<file path="config.mk">
export PLATFORM = sky130hd
export DESIGN_NAME = dog_ctrl
export DESIGN_NICKNAME = d
export VERILOG_FILES = /design/src/rtl/core/difference_of_gaussians_filter_macros.svh /design/src/rtl/core/dog_pkg.sv /design/src/rtl/core/dog_ctrl.sv
export SDC_FILE = /design/constraint.sdc
export NUM_CORES = 1
export LEC_CHECK = 0
export ABC_AREA = 1
export BUFFER_PORTS_ARGS = -buffer_cell sky130_fd_sc_hd__buf_2
export CORE_UTILIZATION = 55
export CTS_BUF_LIST = sky130_fd_sc_hd__clkbuf_2
export DETAILED_ROUTE_END_ITERATION = 10
export PLACE_DENSITY = 0.74
export SLEW_MARGIN = 20
export SYNTH_ARGS = -nofsm -noshare
export SYNTH_HDL_FRONTEND = slang
export SYNTH_SLANG_ARGS = --single-unit
export TNS_END_PERCENT = 1
</file>
<file path="constraint.sdc">
create_clock -name clk -period 10.2 [get_ports clk]
set_clock_uncertainty 0.15 [all_clocks]
set_input_delay 2.55 -clock clk [delete_from_list [all_inputs] [get_ports clk]]
set_output_delay 2.55 -clock clk [all_outputs]
set_load 0.05 [all_outputs]
</file>
<file path="src/rtl/core/difference_of_gaussians_filter_macros.svh">
// ---------------------------------------------------------------------------
// difference of gaussians filter: assertion macros
// shared property forms for the checks at the end of the top level
// ---------------------------------------------------------------------------
`ifndef DIFFERENCE_OF_GAUSSIANS_FILTER_MACROS_SVH
`define DIFFERENCE_OF_GAUSSIANS_FILTER_MACROS_SVH

// same-cycle implication, disabled while in reset
`define DOG_ASSERT_NOW(label, ante, cons, msg) \
	label: assert property (@(posedge clk) disable iff (!arst_n) (ante) |-> (cons)) \
		else $error(msg);

// next-cycle implication, disabled while in reset
`define DOG_ASSERT_NEXT(label, ante, cons, msg) \
	label: assert property (@(posedge clk) disable iff (!arst_n) (ante) |=> (cons)) \
		else $error(msg);

`endif

</file>
<file path="src/rtl/core/dog_pkg.sv">
// ---------------------------------------------------------------------------
// dog_pkg
// beat types, codes and fixed constants of the difference of gaussians filter
// ---------------------------------------------------------------------------
`timescale 1ns / 1ps
`default_nettype none

package dog_pkg;

	localparam int CFG_W = 12;

	// register indexes of the configuration port
	typedef enum logic [1:0] {
		REG_FRAME_WIDTH  = 2'd0,
		REG_FRAME_HEIGHT = 2'd1,
		REG_BIG_RADIUS   = 2'd2,
		REG_SMALL_RADIUS = 2'd3
	} cfg_reg_t;

	// input opcodes
	localparam logic [1:0] OP_PIXEL      = 2'd0;
	localparam logic [1:0] OP_LOAD_BIG   = 2'd1;
	localparam logic [1:0] OP_LOAD_SMALL = 2'd2;

	localparam logic [11:0] FRAME_WIDTH_RST  = 12'd1320;
	localparam logic [10:0] FRAME_HEIGHT_RST = 11'd760;
	localparam logic [4:0]  BIG_RADIUS_RST   = 5'd13;
	localparam logic [4:0]  SMALL_RADIUS_RST = 5'd10;

	// saturation bound of the result, 255.0 in q9.16
	localparam int DOG_LIMIT = 255 * 65536;

	typedef struct packed {
		logic [1:0]  opcode;
		logic [7:0]  pixel;
		logic [10:0] weight_index;
		logic [15:0] weight_value;
	} in_item_t;

	typedef struct packed {
		logic signed [24:0] dog_value;
		logic               end_of_frame;
	} out_item_t;

	// commands from the controller to the datapath
	typedef struct packed {
		logic write_pixel;
		logic write_big;
		logic write_small;
		logic clear;
		logic issue;
		logic sel_small;
		logic load_out;
		logic eof;
	} dog_cmd_t;

endpackage

`default_nettype wire

</file>
<file path="src/rtl/core/dog_ctrl.sv">
// ---------------------------------------------------------------------------
// dog_ctrl
// configuration registers, raster position and window sequencer
// ---------------------------------------------------------------------------
`timescale 1ns / 1ps
`default_nettype none

module dog_ctrl #(
	parameter int MAX_WIDTH  = 2048,
	parameter int MAX_HEIGHT = 1024,
	parameter int BORDER     = 20
) (
	input  logic                                   clk,
	input  logic                                   arst_n,
	input  logic                                   cfg_we,
	input  logic [1:0]                             cfg_index,
	input  logic [dog_pkg::CFG_W-1:0]              cfg_data,
	input  logic                                   pix_valid,
	output logic                                   pix_ready,
	input  logic [1:0]                             opcode,
	input  logic [10:0]                            weight_index,
	input  logic                                   out_full,
	output dog_pkg::dog_cmd_t                      cmd,
	output logic [$clog2(2*BORDER+1)-1:0]          wr_slot,
	output logic [$clog2(MAX_WIDTH)-1:0]           wr_col,
	output logic [$clog2(2*BORDER+1)-1:0]          rd_slot,
	output logic [$clog2(MAX_WIDTH)-1:0]           rd_col,
	output logic [$clog2((2*BORDER+1)*(2*BORDER+1))-1:0] rd_k
);
	import dog_pkg::*;

	localparam int STORE_ROWS   = 2 * BORDER + 1;
	localparam int KERNEL_CELLS = STORE_ROWS * STORE_ROWS;
	localparam int SW   = $clog2(STORE_ROWS);
	localparam int CW   = $clog2(MAX_WIDTH);
	localparam int RPW  = $clog2(MAX_HEIGHT);
	localparam int KW   = $clog2(KERNEL_CELLS);
	localparam int RADW = $clog2(BORDER + 1);
	localparam int WW   = CW + 1;
	localparam int HW   = RPW + 1;

	typedef enum logic [4:0] {
		ST_IDLE   = 5'b00001,
		ST_BIG    = 5'b00010,
		ST_SMALL  = 5'b00100,
		ST_DRAIN  = 5'b01000,
		ST_RESULT = 5'b10000
	} state_t;

	state_t          state_q;
	logic [11:0]     fw_q;
	logic [10:0]     fh_q;
	logic [4:0]      rb_q;
	logic [4:0]      rs_q;
	logic [CW-1:0]   col_q;
	logic [RPW-1:0]  row_q;
	logic [SW-1:0]   slot_q;
	logic [SW-1:0]   ctr_slot_q;
	logic [CW-1:0]   ctr_col_q;
	logic            eof_q;
	logic [SW-1:0]   m_q;
	logic [SW-1:0]   n_q;
	logic [SW-1:0]   side_m1_q;
	logic [KW-1:0]   k_q;
	logic [SW-1:0]   rd_slot_q;
	logic [CW-1:0]   rd_col_q;
	logic            drain_q;

	logic [WW-1:0]   w_eff;
	logic [HW-1:0]   h_eff;
	logic [WW-1:0]   col_next;
	logic [HW-1:0]   row_next;
	logic            col_wrap;
	logic            row_wrap;
	logic            emit;
	logic            accept;
	logic            pix_acc;
	logic            idx_ok;
	logic [RADW-1:0] rb_eff;
	logic [RADW-1:0] rs_eff;
	logic [RADW-1:0] rad_cur;

	function automatic logic [RADW-1:0] clamp_rad(input logic [4:0] r);
		logic [5:0] re;
		re = {1'b0, r};
		if (re > 6'(BORDER)) begin
			return RADW'(BORDER);
		end
		return RADW'(r);
	endfunction

	// slot of the top window row: newest row slot minus border minus radius, mod store rows
	function automatic logic [SW-1:0] row_start(input logic [SW-1:0] slot,
		input logic [RADW-1:0] rad);
		logic [SW:0] s;
		s = {1'b0, slot} + (SW+1)'(STORE_ROWS - BORDER) - (SW+1)'(rad);
		if (s >= (SW+1)'(STORE_ROWS)) begin
			s = s - (SW+1)'(STORE_ROWS);
		end
		return s[SW-1:0];
	endfunction

	function automatic logic [SW-1:0] slot_inc(input logic [SW-1:0] slot);
		if (slot == SW'(STORE_ROWS - 1)) begin
			return '0;
		end
		return slot + SW'(1);
	endfunction

	always_comb begin
		priority if (fw_q == '0) begin
			w_eff = WW'(1);
		end else if ({1'b0, fw_q} > 13'(MAX_WIDTH)) begin
			w_eff = WW'(MAX_WIDTH);
		end else begin
			w_eff = WW'(fw_q);
		end
		priority if (fh_q == '0) begin
			h_eff = HW'(1);
		end else if ({1'b0, fh_q} > 12'(MAX_HEIGHT)) begin
			h_eff = HW'(MAX_HEIGHT);
		end else begin
			h_eff = HW'(fh_q);
		end
	end

	assign rb_eff   = clamp_rad(rb_q);
	assign rs_eff   = clamp_rad(rs_q);
	assign rad_cur  = (state_q == ST_BIG) ? rb_eff : rs_eff;
	assign col_next = WW'(col_q) + WW'(1);
	assign row_next = HW'(row_q) + HW'(1);
	assign col_wrap = col_next >= w_eff;
	assign row_wrap = row_next >= h_eff;
	assign emit     = (row_q >= RPW'(2 * BORDER)) && (col_q >= CW'(2 * BORDER)) &&
		(HW'(row_q) < h_eff) && (WW'(col_q) < w_eff);

	assign pix_ready = (state_q == ST_IDLE);
	assign accept    = pix_valid && pix_ready;
	assign pix_acc   = accept && (opcode == OP_PIXEL);
	assign idx_ok    = {21'd0, weight_index} < 32'(KERNEL_CELLS);

	always_comb begin
		cmd             = '0;
		cmd.write_pixel = pix_acc;
		cmd.write_big   = accept && (opcode == OP_LOAD_BIG) && idx_ok;
		cmd.write_small = accept && (opcode == OP_LOAD_SMALL) && idx_ok;
		cmd.clear       = pix_acc && emit;
		cmd.issue       = (state_q == ST_BIG) || (state_q == ST_SMALL);
		cmd.sel_small   = (state_q == ST_SMALL);
		cmd.load_out    = (state_q == ST_RESULT) && !out_full;
		cmd.eof         = eof_q;
	end

	assign wr_slot = slot_q;
	assign wr_col  = col_q;
	assign rd_slot = rd_slot_q;
	assign rd_col  = rd_col_q;
	assign rd_k    = k_q;

	always_ff @(posedge clk or negedge arst_n) begin
		if (!arst_n) begin
			fw_q       <= FRAME_WIDTH_RST;
			fh_q       <= FRAME_HEIGHT_RST;
			rb_q       <= BIG_RADIUS_RST;
			rs_q       <= SMALL_RADIUS_RST;
			state_q    <= ST_IDLE;
			col_q      <= '0;
			row_q      <= '0;
			slot_q     <= '0;
			ctr_slot_q <= '0;
			ctr_col_q  <= '0;
			eof_q      <= 1'b0;
			m_q        <= '0;
			n_q        <= '0;
			side_m1_q  <= '0;
			k_q        <= '0;
			rd_slot_q  <= '0;
			rd_col_q   <= '0;
			drain_q    <= 1'b0;
		end else begin
			if (cfg_we) begin
				unique case (cfg_reg_t'(cfg_index))
					REG_FRAME_WIDTH:  fw_q <= cfg_data[11:0];
					REG_FRAME_HEIGHT: fh_q <= cfg_data[10:0];
					REG_BIG_RADIUS:   rb_q <= cfg_data[4:0];
					REG_SMALL_RADIUS: rs_q <= cfg_data[4:0];
					default: ;
				endcase
			end
			unique case (state_q)
				ST_IDLE: begin
					if (pix_acc) begin
						if (col_wrap) begin
							col_q <= '0;
							if (row_wrap) begin
								row_q  <= '0;
								slot_q <= '0;
							end else begin
								row_q  <= row_q + RPW'(1);
								slot_q <= slot_inc(slot_q);
							end
						end else begin
							col_q <= col_q + CW'(1);
						end
						if (emit) begin
							ctr_slot_q <= slot_q;
							ctr_col_q  <= col_q;
							eof_q      <= col_wrap && row_wrap;
							rd_slot_q  <= row_start(slot_q, rb_eff);
							rd_col_q   <= col_q - CW'(BORDER) - CW'(rb_eff);
							m_q        <= '0;
							n_q        <= '0;
							k_q        <= '0;
							side_m1_q  <= SW'({rb_eff, 1'b0});
							state_q    <= ST_BIG;
						end
					end
				end
				ST_BIG, ST_SMALL: begin
					k_q <= k_q + KW'(1);
					if (n_q == side_m1_q) begin
						n_q       <= '0;
						rd_col_q  <= ctr_col_q - CW'(BORDER) - CW'(rad_cur);
						rd_slot_q <= slot_inc(rd_slot_q);
						if (m_q == side_m1_q) begin
							if (state_q == ST_BIG) begin
								rd_slot_q <= row_start(ctr_slot_q, rs_eff);
								rd_col_q  <= ctr_col_q - CW'(BORDER) - CW'(rs_eff);
								m_q       <= '0;
								k_q       <= '0;
								side_m1_q <= SW'({rs_eff, 1'b0});
								state_q   <= ST_SMALL;
							end else begin
								drain_q <= 1'b0;
								state_q <= ST_DRAIN;
							end
						end else begin
							m_q <= m_q + SW'(1);
						end
					end else begin
						n_q      <= n_q + SW'(1);
						rd_col_q <= rd_col_q + CW'(1);
					end
				end
				ST_DRAIN: begin
					drain_q <= 1'b1;
					if (drain_q) begin
						state_q <= ST_RESULT;
					end
				end
				ST_RESULT: begin
					if (!out_full) begin
						state_q <= ST_IDLE;
					end
				end
				default: state_q <= ST_IDLE;
			endcase
		end
	end

endmodule

`default_nettype wire

</file>
======== Word-level counts from Yosys, hierarchy flattened ========
Index checks and enable logic that the tools add are counted.
word-level totals
  register bits after elaboration ......... 130
  output and inout bits ................... 54
  logic and storage cells ................. 181
  input port bits ......................... 32
cells by class
  multiplexer cells ....................... 72
  order comparisons ....................... 13
  $add $sub $neg .......................... 21
  reduce and logical (&&, ||, !) cells .... 34
  equality and inequality tests ........... 23
operators by type and width
  kind                                                                                  count
  11-bit two-way mux                                                                    13
  6-bit two-way mux                                                                     23
  5-bit two-way mux                                                                     11
  6-bit case mux with 2 select lines                                                    4
  11-bit case mux with 2 select lines                                                   2
  11-bit by 1-bit adder with 11-bit output (second input constant)                      3
  11-bit by 5-bit subtractor with 11-bit output                                         3
  6-bit by 1-bit adder with 6-bit output (second input constant)                        4
  12-bit two-way mux                                                                    2
  11-bit by 5-bit subtractor with 11-bit output (second input constant)                 2
  5-bit case mux with 4 select lines                                                    1
  6-bit by 5-bit adder with 7-bit output (second input constant)                        2
  7-bit by 6-bit greater-or-equal comparator with 1-bit output (second input constant)  2
  7-bit by 5-bit subtractor with 7-bit output                                           2
  1-bit two-way mux                                                                     13
  11-bit by 1-bit adder with 12-bit output (second input constant)                      1
  6-bit equality test                                                                   2
  6-bit equality test (second input constant)                                           2
  12-bit greater-or-equal comparator                                                    1
  12-bit greater-than comparator (second input constant)                                1
  1-bit logical AND                                                                     12
  12-bit zero test                                                                      1
  11-bit by 12-bit less-than comparator with 1-bit output                               1
  2-bit inequality test (second input constant)                                         6
  other kinds (33)                                                                      49

======== Logic depth before layout (Yosys ltp) ========
Gate-level depths: netlist of run 1.
  depth in word-level cells ............... 10
  mapped depth ............................ 24
  gate-level depth less buffers ........... 24

======== Least setup slack after synthesis of run 1 ========
Ideal clock, no wire load.
  path kind ............................... in2out
  start ................................... input weight_index[3]
  end ..................................... output cmd[5] in the netlist's numbering
  stages on the path ...................... 5
  buffers on the path ..................... 0
  data required time ...................... 7500 ps
  path slack .............................. 3003 ps
  arrival ................................. 4497 ps
  cells stage by stage .................... nor4_1 o21ai_0 a21oi_1 nor2_1 nor4_1
RTL lines
  what         line            text
  from (decl)  dog_ctrl.sv:21  input logic [10:0] weight_index,
  to (decl)    dog_ctrl.sv:23  output dog_pkg::dog_cmd_t cmd,

==> metrics, run 1 <==
status=completed; row cnt=~50; Seq/Total Area, Yosys=31.9%; largest net degree at the start of global routing=67; crit end category=output port; htree depth=4; Final ANT Viol Nets=0; relative slew slack=roughly 45%; critical path's largest stage delay=~0.44 ns; Die Wd=138 microns; Synth Flop Type=dfrtp_1; Fillers=~1700; cell-by-cell listing of the critical path=nor4_1 -> nand3_1 -> nor4_1 -> nor2_1 -> clkinv_1 -> nand2_1 -> ha_1 -> a21oi_1 -> o21ai_0 -> nand3_1 -> nand2_1 -> a21oi_1 -> nor2_1 -> nor2_1 -> o21ai_0 -> nand2_1 -> nand2_1 -> nor2_1 -> buf_2; Remaining Overflow, GRT=0; # DRC=0; IO buf count=85; TritonCTS Sinks=129; startpoint types=flop; CTS tree=built; Slowest-stage cell, CP=dfrtp_1; actual slew at the worst max-slew pin=roughly 0.83 ns; critical path class=flop to output port; number of synthesized flops with an enable pin=0; post-CTS setup buffer count=0; fraction of registers with async set/reset=100%; drt pass-1 iters=8; Max Slew Vio Count=0; syn avg cell area=7.24 sq um; crit-path max FO=9; CTS max path bufs=2; Final Cycle Share=63.6%; Net Count, Synth=1541; Synth Cell Area=about 10000 sq um; share of cells above drive strength 1=11.2%; R2R Path End=wr_slot[4]$_DFFE_PN0P_; r2r worst-path depth=22; R2R Setup Slk=6.05 ns; most frequent cells in the layout=325 x nand2_1, 199 x inv_1, 133 x o21ai_0, 113 x dfrtp_1, 107 x nand3_1; Nets=1618; CTS root buffer=clkbuf_2; CP required=7.50 ns; CTS buffer count=17; Final Routed Wirelength=24900 microns; worst min-delay path endpoint=drain_q$_DFFE_PN0P_; GRT Overall Usage=between 20% and 30%; WL/cell=14.4 microns; Hold Path Origin=drain_q$_DFFE_PN0P_; reg2reg start=wr_col[1]$_DFFE_PN0P_; Netlist cell types=52; number of global-route vias before repair=between 8000 and 9000; area grow syn2layout=7.62%; first-pass GRT wire length=roughly 42000 microns; RSZ-0062 raised after global routing=false; CP bufs+invs=2; cell class contributing the biggest share of worst-path delay=simple AND/OR/NAND/NOR gates; post-synthesis cell count=1405; die area=19100 sq um; Hold Crit Depth=2; Gates resized, CTS repair=0; initial DRC count=a little under 700; max-cap violation count=0; post-DP HPWL=between 15000 and 20000 microns; Final min period=6.48 ns; Initial Util=56.5%; Setup violations, final=0; total I/O pin count=86; Final Hold Fails=0; hold buffer count at CTS=0; setup TNS=0 ns; critical path arrival=3.78 ns; FF+latch count, synth=129; most common cell after layout, fill and taps aside=nand2_1; Worst-Skew Late Latency=0.76 ns; routability cong.=0.931; vias per cell=about 5.4; fmax=approximately 0.15 GHz; Worst-path clk slew=0.21 ns; class of the worst hold path=flop to flop; Synth warnings=0; vias post-DR=9399; antenna violations before repair=1; die height=about 140 microns; Core Area=18000 sq um
## metal layers
metal  global-route usage (%)  routed length [microns]  vias up
met5                        0                        0        -
met1                     36.4                    11500     4314
li1                         -                        -     4798
met3                     4.26                     1150       37
met4                     7.87                      412        0
met2                     44.5                    11800      250
## per-stage QoR
step | worst slack, ns | std cells | utilization [%] | cell area [sq um] | hold slack, ns
3_3_place_gp | 3.76 | 1692 | 59.6 | 10800 | 0.311
3_5_place_dp | 3.80 | 1692 | 59.6 | 10800 | 0.315
6_report | 3.72 | 1725 | 60.8 | 11000 | 0.349
2_1_floorplan | 3.00 | 1405 | - | 10200 | 0.284
5_1_grt | 3.25 | 1725 | 60.8 | 11000 | 0.363
4_1_cts | 3.65 | 1724 | 60.8 | 11000 | 0.354
## cell type report
type / instances / area (sq um) / area share [%]
antenna: 1 / 2.50 / 0.0228
tap: 229 / 287 / 2.62
clock inverter: 11 / 93.8 / 0.857
inverter: 206 / 777 / 7.09
multi-input combinational: 1040 / 5990 / 54.6
sequential: 129 / 3250 / 29.7
clock buffer: 21 / 105 / 0.960
timing repair buffer: 88 / 454 / 4.15
## worst reg2reg max path, stage by stage, from the launching register on
cell and delay [ns]:
dfrtp_1 0.55, ha_1 0.24, nand2_1 0.06, nor2_1 0.08
inv_1 0.06, nor2_1 0.08, inv_1 0.08, nor2_1 0.16
inv_1 0.08, nor3_1 0.18, xor2_1 0.17, inv_1 0.08
ha_1 0.30, nand2_1 0.08, nor2_1 0.08, nand2_1 0.07
o211ai_1 0.11, a31oi_1 0.17, nand2_1 0.09, nand2_1 0.60
inv_1 0.33, nand3_1 0.14, o21ai_0 0.10
## cell usage after synthesis (2+ instances only)
library cell,number,area (sq um)
nand2_1,325,1220
inv_1,199,747
o21ai_0,133,666
dfrtp_1,113,2830
nand3_1,107,536
nor2_1,102,383
ha_1,100,1250
a21oi_1,77,385
xor2_1,44,385
nor3_1,21,105
nand4_1,18,113
dfstp_2,16,420
clkbuf_1,13,48.8
o22ai_1,13,81.3
xnor2_1,13,114
nor4_1,11,68.8
buf_2,10,50.1
o211ai_1,8,60.1
or2_2,8,50.1
a31oi_1,7,43.8
o21ai_2,7,61.3
buf_6,4,45.0
fa_1,4,80.1
o21a_1,4,30.0
buf_4,3,22.5
clkinv_1,3,11.3
nand3_2,3,30.0
nand3b_1,3,22.5
o21ai_1,3,15.0
o31ai_1,3,22.5
a21o_1,2,15.0
inv_2,2,7.51
nand2_2,2,12.5
nand2_4,2,22.5
nor3_4,2,32.5
nor4_4,2,42.5
o21bai_1,2,15.0
or3b_1,2,17.5
## worst max path at each step
stage | startpoint | to | slack (ns) | depth (start not counted)
after global placement | pix_valid | cmd[4] | 3.76 | 8
after floorplan | weight_index[3] | cmd[5] | 3.00 | 5
after global routing | fw_q[4]$_DFFE_PN0P_ | cmd[4] | 3.25 | 19
final | fw_q[4]$_DFFE_PN0P_ | cmd[4] | 3.72 | 19
after CTS | fw_q[4]$_DFFE_PN0P_ | cmd[4] | 3.65 | 19
after detailed placement | pix_valid | cmd[4] | 3.80 | 8
## kinds of logic after synthesis
family	count (synthesis)	share of synthesized area (%)
xor gates and xnor gates	57	4.91
AOI/OAI and AO/OA	266	14.4
adders and majority gates	104	13.1
and+or+nand+nor	613	26.5
buffers and inverters	236	9.27
DFF	129	31.9
## flip-flops by register name (all words and copies together), names as in the netlist, 10 cells and up
register / flops
fw_q: 12
ctr_col_q: 11
fh_q: 11
rd_col: 11
rd_k: 11
wr_col: 11
row_q: 10
Power of run 1 is left out: the tool's default activity adds up to more than one toggle a clock period on the data nets, which glitch-free logic cannot reach.
==> run 2: changes to the inputs <==
==> constraint.sdc (replaced) <==
create_clock -name clk -period 6.5 [get_ports clk]
set_clock_uncertainty 0.15 [all_clocks]
set_input_delay 1.625 -clock clk [delete_from_list [all_inputs] [get_ports clk]]
set_output_delay 1.625 -clock clk [all_outputs]
set_load 0.05 [all_outputs]
==> run 2 against run 1 <==
  * Critical path depth is the same
  * Utilization grew 0.24 points
  * Non-clock buffer count unchanged
  * Sequential cell count is the same
  * Via count grew 0.11%
  * Die area is the same
  * Cell count stayed put
  * Highest routed layer unchanged
==> metrics, run 2 (synthesis results as in run 1) <==
Setup violations, final=0 (unchanged); final core occ=61.0% (was 60.8%); setup TNS=0 ns (unchanged); post-CTS setup buffer count=0 (unchanged); Final min period=roughly 5.6 ns; Final Routed Wirelength=24800 microns (was 24900 microns); most frequent cells in the layout=325 x nand2_1, 199 x inv_1, 133 x o21ai_0, 113 x dfrtp_1, 107 x nand3_1 (unchanged); Worst-path clk slew=0.21 ns (about the same); area grow syn2layout=8.04% (was 7.62%); fmax=around 0.18 GHz; drt pass-1 iters=6 (was 8); # DRC=0 (unchanged); crit-path max FO=9 (unchanged); Final ANT Viol Nets=0 (unchanged); CP required=4.72 ns (was 7.50 ns); Die Wd=138 microns (unchanged); Top reg by flops=fw_q (unchanged); maximum vdd drop=between 300 and 400 uV; max FFs per register=12 (unchanged); WL/cell=14.4 microns (about the same); most common cell after layout, fill and taps aside=nand2_1 (unchanged); htree depth=4 (unchanged); routability cong.=0.934 (was 0.931); CTS tree=built (unchanged); total I/O pin count=86 (unchanged); CTS max path bufs=2 (unchanged); post-DP HPWL=19300 microns (about the same); critical path arrival=3.83 ns (was 3.78 ns); power per standard cell area=between 500 and 600 nW/um^2; Nets=1618 (unchanged); RSZ-0062 raised after global routing=false (unchanged); class of the worst hold path=flop to flop (unchanged); TritonCTS Sinks=129 (unchanged); max-cap violation count=0 (unchanged); die area=19100 sq um (unchanged); Gates resized, CTS repair=0 (unchanged); vias per cell=5.45 (about the same); actual slew at the worst max-slew pin=0.775 ns (was 0.827 ns); Initial Util=56.5% (unchanged); GRT Overall Usage=27.1% (was 26.9%); antenna violations before repair=1 (unchanged); status=completed (unchanged); CTS root buffer=clkbuf_2 (unchanged); row cnt=49 (unchanged); largest net degree at the start of global routing=87 (was 67); Leak=between 5 and 6 nW; CTS buffer count=17 (unchanged); IO buf count=85 (unchanged); Fillers=1708 (was 1724); share of cells above drive strength 1=11.2% (unchanged); Final Hold Fails=0 (unchanged); initial DRC count=693 (was 676); Max Slew Vio Count=0 (unchanged); vias post-DR=9409 (was 9399); Final Cycle Share=86.3%; Core Area=18000 sq um (unchanged); die height=138 microns (unchanged); total power=0.00629 W; startpoint types=flop (unchanged); number of global-route vias before repair=8812 (was 8670); crit end category=output port (unchanged); hold buffer count at CTS=0 (unchanged); relative slew slack=48.2% (was 44.8%); first-pass GRT wire length=42200 microns (was 41700 microns); Remaining Overflow, GRT=0 (unchanged); worst hold margin=0.360 ns (was 0.349 ns); critical path class=flop to output port (unchanged); Worst-Skew Late Latency=0.76 ns (about the same)
-- run 2: changes by cell type in the layout (fill, tap and decap cells not counted), sizes merged --
cell | before | now
clkinv | 11 | 9
bufinv | 1 | 2
inv | 202 | 207
clkbuf | 21 | 17
-- run 2: path summary, 6_finish.rpt --
check	cells after the start	endpoint	slack, ns	startpoint
hold / removal	2	drain_q$_DFFE_PN0P_	0.36	drain_q$_DFFE_PN0P_
hold reg to reg	2	drain_q$_DFFE_PN0P_	0.36	drain_q$_DFFE_PN0P_
setup reg to reg	22	row_q[0]$_DFFE_PN0P_	2.42	wr_col[1]$_DFFE_PN0P_
max in group asynchronous	2	ctr_col_q[3]$_DFFE_PN0P_	4.36	arst_n
setup / recovery	19	cmd[4]	0.89	fw_q[4]$_DFFE_PN0P_
min in group asynchronous	1	rd_slot[2]$_DFFE_PN0P_	0.73	arst_n
-- run 2: metrics by stage --
stage                     std cells  cell area, sq um  worst slack (ns)
after floorplan                1405             10200              1.15
after global placement         1692             10800              1.81
after detailed placement       1692             10800              1.79
after CTS                      1724             11000             0.928
after global routing           1725             11000             0.524
final                          1725             11000             0.892
-- run 2: metal layers --
metal | share of wire (%) | global-route usage [%]
met5 | 0 | 0
met4 | 1.4 | 6.48
met3 | 4.2 | 4.23
met2 | 48 | 46.1
met1 | 47 | 36.2
-- run 2: power breakdown --
part,internal [W],total [W],switching (W)
clock,0.000181,0.000528,0.000348
sequential,0.00110,0.00145,0.000350
combinational,0.00143,0.00431,0.00289
total,0.00270,0.00629,0.00359
-- run 2: critical path, stage by stage (launching register included) --
cell and delay (ns):
dfrtp_1 0.45, nor4_1 0.36, nand3_1 0.12, nor4_1 0.26, nor2_1 0.11, clkinv_1 0.15, nand2_1 0.10, ha_1 0.30
a21oi_1 0.14, o21ai_0 0.12, nand3_1 0.08, nand2_1 0.06, a21oi_1 0.12, nor2_1 0.05, nor2_1 0.07, o21ai_0 0.07
nand2_1 0.09, nand2_1 0.06, nor2_1 0.09, buf_2 0.27
-- run 2: cell type report --
type                    instances  area (sq um)  share of cell area, %
flip-flops and latches        129          3250                   29.5
clock inverters                15           156                   1.42
repair buffers                 88           454                   4.13
clock buffers                  17          85.1                  0.774
diodes                          1          2.50                 0.0228
well taps                     229           287                   2.61
multi-input cells            1040          5990                   54.4
inverters                     206           777                   7.07
(Power assumes the default switching activity.)
